## src/sv/sps_pkg.sv

```systemverilog
// Shared constants and types for the stable priority sorter.
package sps_pkg;

  localparam int CAPACITY = 16;
  localparam int CNT_W    = $clog2(CAPACITY + 1);
  localparam int DATA_W   = 32;

  typedef struct packed {
    logic signed [DATA_W-1:0] rank;
    logic signed [DATA_W-1:0] payload;
  } entry_t;

  // per-cycle command to the chain
  typedef struct packed {
    logic load;   // insert new entry in rank order
    logic drain;  // shift every entry one cell toward the head
  } chain_ctrl_t;

endpackage

```

## src/sv/sps_cell.sv

```systemverilog
// One cell of the sorting chain: holds one entry, compares, shifts.
module sps_cell (
  input  logic                clk,
  input  sps_pkg::chain_ctrl_t ctrl,
  input  logic                occupied,
  input  sps_pkg::entry_t     new_entry,
  input  sps_pkg::entry_t     prev_entry,
  input  logic                prev_ahead,
  input  sps_pkg::entry_t     next_entry,
  output sps_pkg::entry_t     entry,
  output logic                ahead
);

  sps_pkg::entry_t entry_r;
  sps_pkg::entry_t entry_nxt;

  // new entry lands at or ahead of this cell; strict compare keeps ties stable
  assign ahead = !occupied || ($signed(entry_r.rank) > $signed(new_entry.rank));

  always_comb begin
    entry_nxt = entry_r;
    priority if (ctrl.drain) begin
      entry_nxt = next_entry;
    end else if (ctrl.load && ahead && !prev_ahead) begin
      entry_nxt = new_entry;
    end else if (ctrl.load && ahead) begin
      entry_nxt = prev_entry;
    end
  end

  always_ff @(posedge clk) begin
    entry_r <= entry_nxt;
  end

  assign entry = entry_r;

endmodule

```

## src/sv/stable_priority_sorter.sv

```systemverilog
// Top level of the stable priority sorter: cell chain plus load/drain control.
//
// Collects a batch of (payload, rank) pairs, one request per cycle while busy
// is low, into a chain of CAPACITY cells kept sorted by signed rank as each
// pair arrives. The request with in_final_item set closes the batch: busy
// rises on the next cycle and the batch streams out in ascending rank order,
// one pair per cycle on out_valid, until every stored pair is out. Pairs of
// equal rank come out in arrival order. The receiver cannot stall; every pair
// appears for exactly one cycle. Once the chain is full, further requests
// (a final one included) are dropped and out_dropped_flag is high on every
// pair of that batch. out_final marks the last pair; busy falls in the
// following cycle and loading resumes. Throughput: one request per cycle
// while loading; the drain shifts the chain one cell toward the head each
// cycle.
module stable_priority_sorter (
  input  logic                             clk,
  input  logic                             rst_n,
  input  logic                             start,
  output logic                             busy,
  input  logic signed [sps_pkg::DATA_W-1:0] in_payload,
  input  logic signed [sps_pkg::DATA_W-1:0] in_rank,
  input  logic                             in_final_item,
  output logic                             out_valid,
  output logic signed [sps_pkg::DATA_W-1:0] out_payload,
  output logic signed [sps_pkg::DATA_W-1:0] out_rank,
  output logic                             out_final,
  output logic                             out_dropped_flag
);

  localparam logic ST_LOAD = 1'b0;
  localparam logic ST_EMIT = 1'b1;
  localparam logic [sps_pkg::CNT_W-1:0] FULL_CNT = sps_pkg::CNT_W'(sps_pkg::CAPACITY);
  localparam logic [sps_pkg::CNT_W-1:0] ONE_CNT  = sps_pkg::CNT_W'(1);

  logic                      state_r, state_nxt;
  logic [sps_pkg::CNT_W-1:0] count_r, count_nxt;
  logic                      overflow_r, overflow_nxt;

  logic                  accept;
  logic                  full;
  sps_pkg::chain_ctrl_t  ctrl;
  sps_pkg::entry_t       new_entry;
  sps_pkg::entry_t       cell_entry [sps_pkg::CAPACITY];
  logic                  cell_ahead [sps_pkg::CAPACITY];

  assign busy   = (state_r == ST_EMIT);
  assign accept = start && !busy;
  assign full   = (count_r == FULL_CNT);

  assign new_entry.rank    = in_rank;
  assign new_entry.payload = in_payload;

  // insert only when there is room; drain every cycle while emitting
  assign ctrl.load  = accept && !full;
  assign ctrl.drain = busy;

  // the chain: cell 0 is the head and holds the smallest rank
  for (genvar i = 0; i < sps_pkg::CAPACITY; i++) begin : g_cell
    sps_pkg::entry_t prev_e;
    sps_pkg::entry_t next_e;
    logic            prev_b;

    if (i == 0) begin : g_head
      assign prev_e = new_entry;
      assign prev_b = 1'b0;
    end else begin : g_body
      assign prev_e = cell_entry[i-1];
      assign prev_b = cell_ahead[i-1];
    end

    if (i == sps_pkg::CAPACITY - 1) begin : g_tail
      assign next_e = cell_entry[i];
    end else begin : g_mid
      assign next_e = cell_entry[i+1];
    end

    sps_cell u_cell (
      .clk        (clk),
      .ctrl       (ctrl),
      .occupied   (sps_pkg::CNT_W'(i) < count_r),
      .new_entry  (new_entry),
      .prev_entry (prev_e),
      .prev_ahead (prev_b),
      .next_entry (next_e),
      .entry      (cell_entry[i]),
      .ahead      (cell_ahead[i])
    );
  end

  always_comb begin
    state_nxt    = state_r;
    count_nxt    = count_r;
    overflow_nxt = overflow_r;
    unique case (state_r)
      ST_LOAD: begin
        if (accept) begin
          if (full) begin
            overflow_nxt = 1'b1;
          end else begin
            count_nxt = count_r + ONE_CNT;
          end
          if (in_final_item) begin
            state_nxt = ST_EMIT;
          end
        end
      end
      ST_EMIT: begin
        count_nxt = count_r - ONE_CNT;
        if (count_r == ONE_CNT) begin
          state_nxt    = ST_LOAD;
          overflow_nxt = 1'b0;
        end
      end
      default: begin
        state_nxt = ST_LOAD;
      end
    endcase
  end

  always_ff @(posedge clk) begin
    if (!rst_n) begin
      state_r    <= ST_LOAD;
      count_r    <= '0;
      overflow_r <= 1'b0;
    end else begin
      state_r    <= state_nxt;
      count_r    <= count_nxt;
      overflow_r <= overflow_nxt;
    end
  end

  // results come straight from the head cell
  assign out_valid        = busy;
  assign out_payload      = cell_entry[0].payload;
  assign out_rank         = cell_entry[0].rank;
  assign out_final        = busy && (count_r == ONE_CNT);
  assign out_dropped_flag = overflow_r;

endmodule

```

## config.mk

```make
export PLATFORM = sky130hd
export DESIGN_NAME = stable_priority_sorter
export DESIGN_NICKNAME = d
export VERILOG_FILES = /design/src/sv/sps_pkg.sv /design/src/sv/sps_cell.sv /design/src/sv/stable_priority_sorter.sv
export SDC_FILE = /design/constraint.sdc
export NUM_CORES = 2
export LEC_CHECK = 0
export BUFFER_PORTS_ARGS = -buffer_cell sky130_fd_sc_hd__buf_4
export CAP_MARGIN = 0
export CORE_ASPECT_RATIO = 1.4
export CORE_MARGIN = 3
export CORE_UTILIZATION = 55
export DETAILED_ROUTE_END_ITERATION = 7
export PLACE_DENSITY = 0.73
export SYNTH_ARGS = -nofsm -noshare
export SYNTH_HDL_FRONTEND = slang
export SYNTH_SLANG_ARGS = --single-unit
export TNS_END_PERCENT = 1
```

## constraint.sdc

```tcl
create_clock -name clk -period 13.3 [get_ports clk]
set_input_delay 1.33 -clock clk [delete_from_list [all_inputs] [get_ports clk]]
set_output_delay 1.33 -clock clk [all_outputs]
set_load 0.05 [all_outputs]
```

==> flow_metrics.tcl <==
set metrics [dict create \
    max_cap_violations 0 \
    dpl.hpwl_um 157000 \
    htree_levels 3 \
    synth_edf_count 1024 \
    holdBufCountCts 0 \
    clock_latency_ns 0.75 \
    crit_top_cell "buf_4" \
    pre_cts_slack_ns 6.47 \
    async_flop_share_pct 0 \
    portBuffers 135 \
    crit_arrival_ns 6.64 \
    p_clk_share_pct 24.0 \
    routedWlPerCell_um 30.9 \
    final_core_util_pct 60.2 \
    final.min_clock_period_ns 6.25 \
    areaGrowthSynthToFinish_pct 8.16 \
    die_x_um 298 \
    power_density_mw_per_mm2 182 \
    gp_congestion 0.961 \
    clock_tree.buffer_depth 3 \
    die_h_um 415 \
    clock.fmax_mhz 160 \
    switching_share_pct 37.9 \
    fin_ws_ns 7.05 \
    rsz0062_at_grt "no" \
    tightest_slew_ns 1.37 \
    seq_power_share_pct 43.1 \
    yosysUniqueCellTypes 77 \
    outcome "complete, no violations" \
    p_leak_nw 26.5 \
    postCtsSetupBuffers 0 \
    rows 149 \
    ys_seq_area_share_pct 46.9 \
    critPathLaunchType "input port" \
    final_cell_mix "1024 x edfxtp_1, 752 x nand2_1, 515 x ha_1" \
    finClkSkew_ns 0.0290 \
    synth_cells 6410 \
    drc 0 \
    ant_nets 0 \
    crit_type "in2reg" \
    min-delay-start "g_cell[1].u_cell.entry[10]$_DFFE_PP_" \
    ys_seq_elements 1031 \
    grt_pass1_wl_um 359000 \
    layout.nets 6741 \
    cts.sinks 1031 \
    ys.flop_type "edfxtp_1" \
    crit_slowest_cell "buf_4" \
    cts_tree "done" \
    finalHoldViolCount 0 \
    synth.area.top_cells "edfxtp_1 47%, ha_1 9.8%, nand2_1 4.3%" \
    setup_tns_ns 0 \
    synth_top_area_cell "edfxtp_1" \
    core_area_mm2 0.118 \
    drtIter0Drc 7222 \
    globalRouteOverflowTotal 0 \
    hold_class "reg2reg" \
    grt_pass1_vias 56791 \
    antenna_found_initial 8 \
    synthesis.area_mm2 0.0659 \
    irDropWorstVdd_mv 0.124 \
    reg2reg_from "count_r[0]$_SDFFE_PN0P_" \
    combPwrFrac_pct 33.0 \
    fin_area_mm2 0.0713 \
    via_per_inst 7.31 \
    cp-startpoint "in_rank[25]" \
    cts-buffers-inserted 108 \
    drv_slew 0 \
    start_util_pct 55.6 \
    switching_power_mw 4.92 \
    ioPinCount 136 \
    p_int_mw 8.06 \
    synth.avg_cell_area_um2 10.3 \
    clock-root-buffer "clkbuf_16" \
    final_common_cell "edfxtp_1" \
    finalCritPeriodShare_pct 47.0 \
    cts_resized 0 \
    critPathMaxFanout 68 \
    grt_max_degree 213 \
    finalWirelength_um 242000 \
    place_area_mm2 0.0678 \
    fp.dieArea_mm2 0.124 \
    clkTransAtPathRegs_ns 0.06 \
    drive_gt1_share_pct 8.38 \
    max_slew_margin_pct 8.41 \
    p_total_mw 13.0 \
    syn_nets 6993 \
    crit_path_end_kind "flop" \
    setup_viol 0 \
    dr.pass1.iters 7 \
    required_ns 13.69 \
    via_count 57333 \
    track_usage_pct 37.8 \
    critical_path.cell_chain "buf_4 > clkinv_1 > buf_4 > ha_1 > nand4_1 > nor3_1 > a22oi_1 > or4b_2 > a2111oi_0 > or2_4 > buf_4 > buf_4 > o21ai_4 > buf_4" \
    synth_top_cell_area_share_pct 46.7 \
    yosysWarnings 0 \
    slowest_delay_ns 0.87 \
]
## area by class of cell
class / count / area [um^2]
Antenna cell: 9 / 22.5
Clock buffer: 134 / 2840
Clock inverter: 62 / 622
Fill cell: 9867 / 47100
Inverter: 291 / 1100
Multi-Input combinational cell: 4473 / 31900
Sequential cell: 1031 / 30900
Tap cell: 1585 / 1980
Timing Repair Buffer: 253 / 1940
## synthesized netlist by cell type (71+ instances only)
library cell / instances
o31a_1: 101
nor2b_1: 213
or3_1: 71
o311ai_0: 215
nand4_1: 107
a22oi_1: 129
a41oi_1: 95
nor2_1: 119
nand2_1: 763
a31oi_1: 196
a2bb2oi_1: 205
o21ai_0: 387
ha_1: 515
nor3_1: 216
a221o_1: 130
inv_1: 259
a21oi_1: 206
clkbuf_1: 572
nand3_1: 132
edfxtp_1: 1024
## kinds of logic after synthesis
group           count (synthesis)  synth area share (%)
mux                           133                  2.14
fa+ha+maj                     515                  9.78
xor+xnor                        4                0.0532
flops                        1031                  46.9
simple gates                 1715                  12.4
compound gates               2106                  23.5
buf+inv                       906                  5.24
## state kept, by name (all words and copies together) (netlist names)
register             count
count_r                  5
busy                     1
g_cell.u_cell.entry   1024
out_dropped_flag         1
## power groups by stage
stage | clock (mW) | sequential (mW) | combinational, mW
after global routing | 3.24 | 5.66 | 4.61
final | 3.11 | 5.60 | 4.28
after CTS | 3.11 | 5.57 | 4.17
after global placement | 0 | 5.62 | 4.01
after floorplan | 0 | 5.43 | 2.76
after detailed placement | 0 | 5.62 | 4.15
## critical path, delay by kind of cell
kind / cells / cell delay [ns]
adders and majority gates: 1 / 0.35
and+or+nand+nor: 4 / 1.13
buffers and inverters: 6 / 2.69
AOI/OAI and AO/OA: 3 / 1.01
## through the flow
step	std cells	hold slack (ns)
2_1_floorplan	6410	0.512
3_3_place_gp	7633	0.524
3_5_place_dp	7633	0.527
4_1_cts	7829	0.543
5_1_grt	7829	0.555
6_report	7838	0.543
## layer usage
metal	vias to the layer above	global-route usage (%)	wire (um)
li1	24576	-	-
met1	27939	43.4	81600
met2	3776	60.9	112000
met3	1042	6.07	21900
met4	0	33.6	26300
met5	-	0	0
## path summary, 6_finish.rpt
check	depth (start not counted)	to	slack [ns]
max	14	g_cell[9].u_cell.entry[54]$_DFFE_PP_	7.05
min	2	g_cell[0].u_cell.entry[10]$_DFFE_PP_	0.54
max reg2reg	12	g_cell[12].u_cell.entry[35]$_DFFE_PP_	7.08
min reg2reg	2	g_cell[0].u_cell.entry[10]$_DFFE_PP_	0.54
(Power assumes the default switching activity.)
